## config.mk

```make
export PLATFORM = sky130hd
export DESIGN_NAME = text_line_folder
export DESIGN_NICKNAME = d
export VERILOG_FILES = /design/src/rtl/tlf_pkg.sv /design/src/rtl/tlf_front.sv /design/src/rtl/tlf_queue.sv /design/src/rtl/tlf_back.sv /design/src/rtl/text_line_folder.sv
export SDC_FILE = /design/constraint.sdc
export NUM_CORES = 1
export LEC_CHECK = 0
export BUFFER_PORTS_ARGS = -buffer_cell sky130_fd_sc_hd__buf_2
export CORE_ASPECT_RATIO = 0.8
export CORE_MARGIN = 2
export CORE_UTILIZATION = 32
export DETAILED_ROUTE_END_ITERATION = 10
export PLACE_DENSITY = 0.47
export SYNTH_ARGS = -nofsm -noshare
export SYNTH_HDL_FRONTEND = slang
export SYNTH_SLANG_ARGS = --single-unit
```

## constraint.sdc

```tcl
create_clock -name aclk -period 8.6 [get_ports aclk]
set_input_delay 1.29 -clock aclk [delete_from_list [all_inputs] [get_ports aclk]]
set_output_delay 1.29 -clock aclk [all_outputs]
set_load 0.005 [all_outputs]
```

## src/rtl/tlf_pkg.sv

```systemverilog
`timescale 1ns / 1ps
// ----------------------------------------------------------------------------
// tlf_pkg: shared types and constants of the text line folder
// Character codes, operation codes and the classified request that travels
// from the front part through the queue to the fold engine.
// ----------------------------------------------------------------------------
package tlf_pkg;

    localparam int CHAR_W  = 8;
    localparam int LW_W    = 6;

    localparam logic [CHAR_W-1:0] CH_NL  = 8'd10;
    localparam logic [CHAR_W-1:0] CH_SP  = 8'd32;
    localparam logic [CHAR_W-1:0] CH_TAB = 8'd9;

    localparam logic OP_CHAR  = 1'b0;
    localparam logic OP_FLUSH = 1'b1;

    localparam logic [LW_W-1:0] LINE_WIDTH_RST = 6'd32;

    // queue between front and engine: two entries
    localparam int QPTR_W = 1;
    localparam int QCNT_W = 2;
    localparam logic [QCNT_W-1:0] QDEPTH = 2'd2;

    typedef struct packed {
        logic              flush;
        logic              newline;
        logic              blank;
        logic [CHAR_W-1:0] ch;
    } tlf_req_t;

endpackage

```

## src/rtl/tlf_front.sv

```systemverilog
`timescale 1ns / 1ps
// ----------------------------------------------------------------------------
// tlf_front: request intake and classification
// Accepts requests from the input channel, tags them as flush, newline or
// blank, and holds one classified request until the queue takes it.
// ----------------------------------------------------------------------------
module tlf_front (
    input  logic                      aclk,
    input  logic                      aresetn,
    input  logic                      s_valid,
    output logic                      s_ready,
    input  logic                      s_operation,
    input  logic [tlf_pkg::CHAR_W-1:0] s_in_char,
    output logic                      req_valid,
    input  logic                      req_ready,
    output tlf_pkg::tlf_req_t         req
);

    logic              vld_reg;
    tlf_pkg::tlf_req_t req_reg;
    tlf_pkg::tlf_req_t req_next;

    assign s_ready   = !vld_reg || req_ready;
    assign req_valid = vld_reg;
    assign req       = req_reg;

    // classify the incoming request
    always_comb begin
        req_next.flush   = (s_operation == tlf_pkg::OP_FLUSH);
        req_next.newline = (s_in_char == tlf_pkg::CH_NL);
        req_next.blank   = (s_in_char == tlf_pkg::CH_SP) || (s_in_char == tlf_pkg::CH_TAB);
        req_next.ch      = s_in_char;
    end

    // hold one request until the queue takes it
    always_ff @(posedge aclk) begin
        if (!aresetn) begin
            vld_reg <= 1'b0;
        end else if (s_valid && s_ready) begin
            vld_reg <= 1'b1;
        end else if (req_ready) begin
            vld_reg <= 1'b0;
        end
    end

    always_ff @(posedge aclk) begin
        if (s_valid && s_ready) begin
            req_reg <= req_next;
        end
    end

endmodule

```

## src/rtl/tlf_queue.sv

```systemverilog
`timescale 1ns / 1ps
// ----------------------------------------------------------------------------
// tlf_queue: two-entry request queue
// Decouples the intake from the fold engine so that each side stalls on
// its own.
// ----------------------------------------------------------------------------
module tlf_queue (
    input  logic              aclk,
    input  logic              aresetn,
    input  logic              in_valid,
    output logic              in_ready,
    input  tlf_pkg::tlf_req_t in_req,
    output logic              out_valid,
    input  logic              out_ready,
    output tlf_pkg::tlf_req_t out_req
);

    tlf_pkg::tlf_req_t                 slot_reg [2];
    logic [tlf_pkg::QPTR_W-1:0]        wr_ptr_reg;
    logic [tlf_pkg::QPTR_W-1:0]        rd_ptr_reg;
    logic [tlf_pkg::QCNT_W-1:0]        cnt_reg;
    logic                              push;
    logic                              pop;

    assign in_ready  = (cnt_reg != tlf_pkg::QDEPTH);
    assign out_valid = (cnt_reg != '0);
    assign out_req   = slot_reg[rd_ptr_reg];
    assign push      = in_valid && in_ready;
    assign pop       = out_valid && out_ready;

    // advance pointers and occupancy
    always_ff @(posedge aclk) begin
        if (!aresetn) begin
            wr_ptr_reg <= '0;
            rd_ptr_reg <= '0;
            cnt_reg    <= '0;
        end else begin
            if (push) begin
                wr_ptr_reg <= wr_ptr_reg + 1'b1;
            end
            if (pop) begin
                rd_ptr_reg <= rd_ptr_reg + 1'b1;
            end
            if (push && !pop) begin
                cnt_reg <= cnt_reg + 1'b1;
            end else if (pop && !push) begin
                cnt_reg <= cnt_reg - 1'b1;
            end
        end
    end

    always_ff @(posedge aclk) begin
        if (push) begin
            slot_reg[wr_ptr_reg] <= in_req;
        end
    end

    a_cnt_bound: assert property (@(posedge aclk) disable iff (!aresetn)
        cnt_reg <= tlf_pkg::QDEPTH)
        else $error("queue occupancy beyond depth");

    a_no_pop_empty: assert property (@(posedge aclk) disable iff (!aresetn)
        (cnt_reg == '0) |=> !pop || $past(push))
        else $error("queue popped while empty");

    a_ptr_gap: assert property (@(posedge aclk) disable iff (!aresetn)
        (cnt_reg == tlf_pkg::QDEPTH) || (cnt_reg == '0) |-> (wr_ptr_reg == rd_ptr_reg))
        else $error("queue pointers disagree with occupancy");

endmodule

```

## src/rtl/tlf_back.sv

```systemverilog
`timescale 1ns / 1ps
// ----------------------------------------------------------------------------
// tlf_back: fold engine
// Stores characters in the line buffer and tracks the last blank. On a full
// line, an early newline or a flush it emits the buffered text; on a full
// line with a blank it adds the folding newline and moves the rest forward.
// ----------------------------------------------------------------------------
module tlf_back #(
    parameter int MAX_WIDTH = 32
) (
    input  logic                       aclk,
    input  logic                       aresetn,
    input  logic [tlf_pkg::LW_W-1:0]   line_width,
    input  logic                       req_valid,
    output logic                       req_ready,
    input  tlf_pkg::tlf_req_t          req,
    output logic                       m_valid,
    input  logic                       m_ready,
    output logic [tlf_pkg::CHAR_W-1:0] m_out_char,
    output logic                       m_last
);

    localparam int IDX_W = (MAX_WIDTH > 1) ? $clog2(MAX_WIDTH) : 1;
    localparam int CNT_W = $clog2(MAX_WIDTH + 1);
    localparam logic [CNT_W-1:0]         MAX_CNT = CNT_W'(MAX_WIDTH);
    localparam logic [IDX_W-1:0]         TOP_IDX = IDX_W'(MAX_WIDTH - 1);
    localparam logic [tlf_pkg::LW_W:0]   MAX_LW  = (tlf_pkg::LW_W + 1)'(MAX_WIDTH);

    typedef enum logic [2:0] {
        S_IDLE,
        S_RD,
        S_OUT,
        S_NL,
        S_MV_RD,
        S_MV_WR
    } state_t;

    state_t                      state_reg;
    logic [CNT_W-1:0]            fill_reg;
    logic                        blank_vld_reg;
    logic [IDX_W-1:0]            blank_pos_reg;
    logic [IDX_W-1:0]            idx_reg;
    logic [IDX_W-1:0]            end_reg;
    logic [IDX_W-1:0]            src_reg;
    logic                        fold_reg;
    logic                        m_valid_reg;
    logic [tlf_pkg::CHAR_W-1:0]  m_out_char_reg;
    logic                        m_last_reg;

    logic [tlf_pkg::CHAR_W-1:0]  mem [MAX_WIDTH];
    logic [tlf_pkg::CHAR_W-1:0]  mem_q;

    logic                        pop;
    logic                        out_load;
    logic                        out_fire;
    logic [CNT_W-1:0]            eff_w;
    logic [IDX_W-1:0]            wp;
    logic [CNT_W-1:0]            new_fill;
    logic                        found;
    logic [IDX_W-1:0]            blank_pos_next;
    logic [CNT_W-1:0]            rest;
    logic                        wr_en;
    logic [IDX_W-1:0]            wr_addr;
    logic [tlf_pkg::CHAR_W-1:0]  wr_data;
    logic [IDX_W-1:0]            rd_addr;

    assign req_ready  = (state_reg == S_IDLE);
    assign pop        = req_valid && req_ready;
    assign out_load   = !m_valid_reg || m_ready;
    assign out_fire   = ((state_reg == S_OUT) || (state_reg == S_NL)) && out_load;
    assign m_valid    = m_valid_reg;
    assign m_out_char = m_out_char_reg;
    assign m_last     = m_last_reg;

    // clamp the configured width into one to MAX_WIDTH
    always_comb begin
        if (line_width == '0) begin
            eff_w = CNT_W'(1);
        end else if ({1'b0, line_width} > MAX_LW) begin
            eff_w = MAX_CNT;
        end else begin
            eff_w = CNT_W'(line_width);
        end
    end

    // write slot, new fill and last blank including the arriving character
    always_comb begin
        wp             = (fill_reg >= MAX_CNT) ? TOP_IDX : fill_reg[IDX_W-1:0];
        new_fill       = CNT_W'(wp) + CNT_W'(1);
        found          = req.blank || blank_vld_reg;
        blank_pos_next = req.blank ? wp : blank_pos_reg;
        rest           = fill_reg - (CNT_W'(end_reg) + CNT_W'(1));
    end

    // buffer port selection
    always_comb begin
        wr_en   = (pop && !req.flush) || (state_reg == S_MV_WR);
        wr_addr = (state_reg == S_MV_WR) ? idx_reg : wp;
        wr_data = (state_reg == S_MV_WR) ? mem_q : req.ch;
        rd_addr = (state_reg == S_MV_RD) ? src_reg : idx_reg;
    end

    always_ff @(posedge aclk) begin
        if (wr_en) begin
            mem[wr_addr] <= wr_data;
        end
        mem_q <= mem[rd_addr];
    end

    // sequence storing, emission and remainder move
    always_ff @(posedge aclk) begin
        if (!aresetn) begin
            state_reg     <= S_IDLE;
            fill_reg      <= '0;
            blank_vld_reg <= 1'b0;
            m_valid_reg   <= 1'b0;
        end else begin
            // hold a result until it is taken, load the next in its place
            if (out_fire) begin
                m_valid_reg <= 1'b1;
            end else if (m_ready) begin
                m_valid_reg <= 1'b0;
            end
            unique case (state_reg)
                S_IDLE: begin
                    if (pop) begin
                        idx_reg <= '0;
                        if (req.flush) begin
                            fold_reg <= 1'b0;
                            end_reg  <= IDX_W'(fill_reg - CNT_W'(1));
                            if (fill_reg != '0) begin
                                state_reg <= S_RD;
                            end
                        end else begin
                            fill_reg      <= new_fill;
                            blank_vld_reg <= found;
                            blank_pos_reg <= blank_pos_next;
                            if (new_fill < eff_w) begin
                                fold_reg <= 1'b0;
                                end_reg  <= wp;
                                if (req.newline) begin
                                    state_reg <= S_RD;
                                end
                            end else if (found) begin
                                fold_reg  <= 1'b1;
                                end_reg   <= blank_pos_next;
                                state_reg <= S_RD;
                            end else begin
                                fold_reg  <= 1'b0;
                                end_reg   <= wp;
                                state_reg <= S_RD;
                            end
                        end
                    end
                end
                S_RD: begin
                    state_reg <= S_OUT;
                end
                S_OUT: begin
                    if (out_load) begin
                        m_out_char_reg <= mem_q;
                        m_last_reg     <= (idx_reg == end_reg) && !fold_reg;
                        if (idx_reg != end_reg) begin
                            idx_reg   <= idx_reg + IDX_W'(1);
                            state_reg <= S_RD;
                        end else if (fold_reg) begin
                            state_reg <= S_NL;
                        end else begin
                            fill_reg      <= '0;
                            blank_vld_reg <= 1'b0;
                            state_reg     <= S_IDLE;
                        end
                    end
                end
                S_NL: begin
                    if (out_load) begin
                        m_out_char_reg <= tlf_pkg::CH_NL;
                        m_last_reg     <= 1'b1;
                        fill_reg       <= rest;
                        blank_vld_reg  <= 1'b0;
                        idx_reg        <= '0;
                        src_reg        <= end_reg + IDX_W'(1);
                        state_reg      <= (rest == '0) ? S_IDLE : S_MV_RD;
                    end
                end
                S_MV_RD: begin
                    state_reg <= S_MV_WR;
                end
                S_MV_WR: begin
                    if (CNT_W'(idx_reg) + CNT_W'(1) == fill_reg) begin
                        state_reg <= S_IDLE;
                    end else begin
                        idx_reg   <= idx_reg + IDX_W'(1);
                        src_reg   <= src_reg + IDX_W'(1);
                        state_reg <= S_MV_RD;
                    end
                end
                default: begin
                    state_reg <= S_IDLE;
                end
            endcase
        end
    end

    a_fill_bound: assert property (@(posedge aclk) disable iff (!aresetn)
        fill_reg <= MAX_CNT)
        else $error("fill count beyond buffer depth");

    a_blank_inside: assert property (@(posedge aclk) disable iff (!aresetn)
        blank_vld_reg && (state_reg == S_IDLE) |-> (CNT_W'(blank_pos_reg) < fill_reg))
        else $error("tracked blank outside the stored text");

    a_move_dest: assert property (@(posedge aclk) disable iff (!aresetn)
        (state_reg == S_MV_WR) |-> (CNT_W'(idx_reg) < fill_reg) && (src_reg > idx_reg))
        else $error("remainder move out of range");

    a_nl_exit: assert property (@(posedge aclk) disable iff (!aresetn)
        (state_reg == S_NL) && out_load |=>
            m_valid && m_last && ((state_reg == S_IDLE) || (state_reg == S_MV_RD)))
        else $error("folding newline not closing the run");

endmodule

```

## src/rtl/text_line_folder.sv

```systemverilog
`timescale 1ns / 1ps
// ----------------------------------------------------------------------------
// text_line_folder: word-wrap line folder
// Folds a byte stream into lines of at most line_width bytes, breaking
// after the last space or tab.
// ----------------------------------------------------------------------------
// Requests enter through a registered intake and a two-entry queue, so the
// input side keeps accepting while the queue has room and results wait on
// the output register. The fold engine works on one request at a time,
// bound by its single buffer memory with a registered read: a byte that
// produces no output is only stored, each emitted byte is read and then
// loaded into the output register, an inserted newline is loaded directly,
// and each byte of the remainder is read and then written to the front.
// Write cfg_data (the line width, 0 acting as 1 and values above MAX_WIDTH
// acting as MAX_WIDTH) only while no request is in flight; it resets to 32.
module text_line_folder #(
    parameter int MAX_WIDTH = 32
) (
    input  logic                       aclk,
    input  logic                       aresetn,
    input  logic                       cfg_valid,
    output logic                       cfg_ready,
    input  logic [tlf_pkg::LW_W-1:0]   cfg_data,
    input  logic                       s_valid,
    output logic                       s_ready,
    input  logic                       s_operation,
    input  logic [tlf_pkg::CHAR_W-1:0] s_in_char,
    output logic                       m_valid,
    input  logic                       m_ready,
    output logic [tlf_pkg::CHAR_W-1:0] m_out_char,
    output logic                       m_last
);

    logic [tlf_pkg::LW_W-1:0] line_width_reg;
    logic                     f_valid;
    logic                     f_ready;
    tlf_pkg::tlf_req_t        f_req;
    logic                     q_valid;
    logic                     q_ready;
    tlf_pkg::tlf_req_t        q_req;

    assign cfg_ready = 1'b1;

    // hold the line width register
    always_ff @(posedge aclk) begin
        if (!aresetn) begin
            line_width_reg <= tlf_pkg::LINE_WIDTH_RST;
        end else if (cfg_valid && cfg_ready) begin
            line_width_reg <= cfg_data;
        end
    end

    tlf_front u_front (
        .aclk        (aclk),
        .aresetn     (aresetn),
        .s_valid     (s_valid),
        .s_ready     (s_ready),
        .s_operation (s_operation),
        .s_in_char   (s_in_char),
        .req_valid   (f_valid),
        .req_ready   (f_ready),
        .req         (f_req)
    );

    tlf_queue u_queue (
        .aclk      (aclk),
        .aresetn   (aresetn),
        .in_valid  (f_valid),
        .in_ready  (f_ready),
        .in_req    (f_req),
        .out_valid (q_valid),
        .out_ready (q_ready),
        .out_req   (q_req)
    );

    tlf_back #(
        .MAX_WIDTH (MAX_WIDTH)
    ) u_back (
        .aclk       (aclk),
        .aresetn    (aresetn),
        .line_width (line_width_reg),
        .req_valid  (q_valid),
        .req_ready  (q_ready),
        .req        (q_req),
        .m_valid    (m_valid),
        .m_ready    (m_ready),
        .m_out_char (m_out_char),
        .m_last     (m_last)
    );

endmodule
```

==> metrics <==
per-cell routed wire length 22.1 microns; RSZ-0062 raised after global routing false; slew margin rel. 0.271; Setup WS post-layout 4320 ps; Tightest Hold Check Type flop to flop; arrival time worst endpoint roughly 4700 ps; Yosys top cell by area edfxtp_1; FMAX 233 MHz; Die W 254 microns; Initial Utilization 0.323; CTS resizes 0; clock-pin slew on the worst setup and hold paths 60 ps; maximum VDD drop 0.000171 V; port bufs 30; core region area 49600 sq um; pre-CTS WS 4420 ps; layout cells sized above 1 0.142; post-layout minimum cycle time about 4300 ps; register area share after synthesis 0.637; gpl congestion 0.797; nets@finish 1280; Final Skew 39.0 ps; Slew @ Worst Pin between 1000 and 1500 ps; max reg flops ~260; TritonCTS buffer count 39; kind of critical path flop to flop; via count 10200; Max Cap Viol 0; worst-skew pair later-pin latency 550 ps; Post-synth top cells edfxtp_1 (319), nand2_1 (177), nor2_1 (87); starting DRC count in detailed routing 1017; Synthesis Warnings 0; Post-synth EDFFs 319; Root Buffer Master clkbuf_16; postcts setup bufs 0; largest net degree at the start of global routing 70; register bit total from synthesis 350; Max clock buf depth 3; Leak 6.18 nW; pins over their slew limit 0; hold buffers post-CTS 0; FP Rows 73; Final ANT Viol Nets 0; vias per cell 5.23; CTS tree built; worst hold margin 452 ps; DRC 0; Synth Cell Area 16000 sq um; Layout Area Growth over Synthesis 13.6%; fill count around 4800; Final period util 0.498; Die Y 204 microns; CP Max Fanout between 60 and 70; syn_nets 1261; post-synth top area share 0.598; Mapped Cells 1225; Die Area between 50000 and 60000 sq um; status finished, final reports clean; distinct cell type count after synthesis 69; Avg Cell Area, Syn 13.1 sq um; vias in the first global route 9990; Total Routing Usage GR 0.169; Required @ worst endpoint 8970 ps; dominant cells by area after synthesis edfxtp_1 (60%), mux4_2 (4.9%), mux2i_1 (4.6%), nand2_1 (4.1%), dfxtp_1 (3.9%); Async SR Flop Fraction 0; CTS H-tree depth 2; critical path capture point type flop; first-pass GRT wire length between 60 and 70 mm; setup violators final 0; Sink Count 350; drt pass-1 iters 6; io pins 32; power density over the cells 277 nW/um^2; antenna violations before repair 2; CP Launch Type flop; most common cell in the synthesized netlist edfxtp_1; HPWL Detailed roughly 28 mm; gr ovfl total 0; Detailed Route WL 43.0 mm; final hold viol count 0; Main synth FF type edfxtp_1; setup TNS 0 ps
==> critical path, cell delays in order (launching register included) <==
cell,delay (ps)
dfxtp_1,700
or3b_4,720
a21o_4,460
buf_4,700
a2111oi_0,260
a221oi_1,410
o211ai_1,170
nor4bb_1,630
==> layer usage <==
metal  global-route usage  up-vias  share of wire
met2                0.242      298           0.43
met3               0.0354       50          0.069
met5                    0        -              0
li1                     -     4675              -
met4               0.0361        0          0.015
met1                0.260     5166           0.49
==> cell families after synthesis <==
logic type | Yosys count | synth area share
buffers and inverters | 96 | 0.0273
AND/OR/NAND/NOR | 459 | 0.135
multiplexers | 121 | 0.104
adder cells (fa/ha/maj) | 16 | 0.0130
flip-flops | 350 | 0.637
AO/OA/AOI/OAI | 154 | 0.0682
other | 1 | 0.000234
XOR/XNOR | 28 | 0.0153
==> cell usage in the layout, fill, tap and decap left out, types with 18 or more instances in the layout <==
master	count
a21oi_1	18
buf_2	30
mux4_2	35
o21ai_0	18
buf_4	19
mux2i_1	72
nand3_1	82
edfxtp_1	319
inv_1	23
dfxtp_1	31
nand2_1	177
nor2_1	87
nor2b_1	19
a211oi_1	26
clkbuf_16	40
==> path summary, 6_finish.rpt <==
check,from,to,slack [ps],cells after the start
setup reg to reg,u_back.state_reg[0],u_back.mem_q[6],4320,7
setup / recovery,u_back.state_reg[0],u_back.mem_q[6],4320,7
hold / removal,u_front.req[8],u_queue.slot_reg[1][8],450,0
hold reg to reg,u_front.req[8],u_queue.slot_reg[1][8],450,0
==> power by group <==
group	switching [mW]	internal (mW)
registers	0.123	2.09
logic	0.723	0.389
clock network	0.688	1.04
==> metrics by stage <==
step	instance area, sq um	power (mW)	util	std cells
final	18200	5.05	0.367	1949
after global routing	18200	5.29	0.367	1948
after CTS	18200	5.10	0.367	1948
after detailed placement	16900	3.36	0.340	1878
after global placement	16900	3.36	0.340	1878
after floorplan	16000	2.96	-	1225
==> cell type report <==
cell class / instances / area (sq um) / share of cell area
flip-flops and latches: 350 / 10200 / 0.561
multi-input cells: 779 / 5440 / 0.299
clock buffers: 45 / 1020 / 0.0560
well taps: 675 / 845 / 0.0464
clock inverters: 25 / 307 / 0.0168
repair buffers: 49 / 293 / 0.0161
inverters: 25 / 93.8 / 0.00516
diodes: 1 / 2.50 / 0.000138
Power figures use the tool's default switching activity.
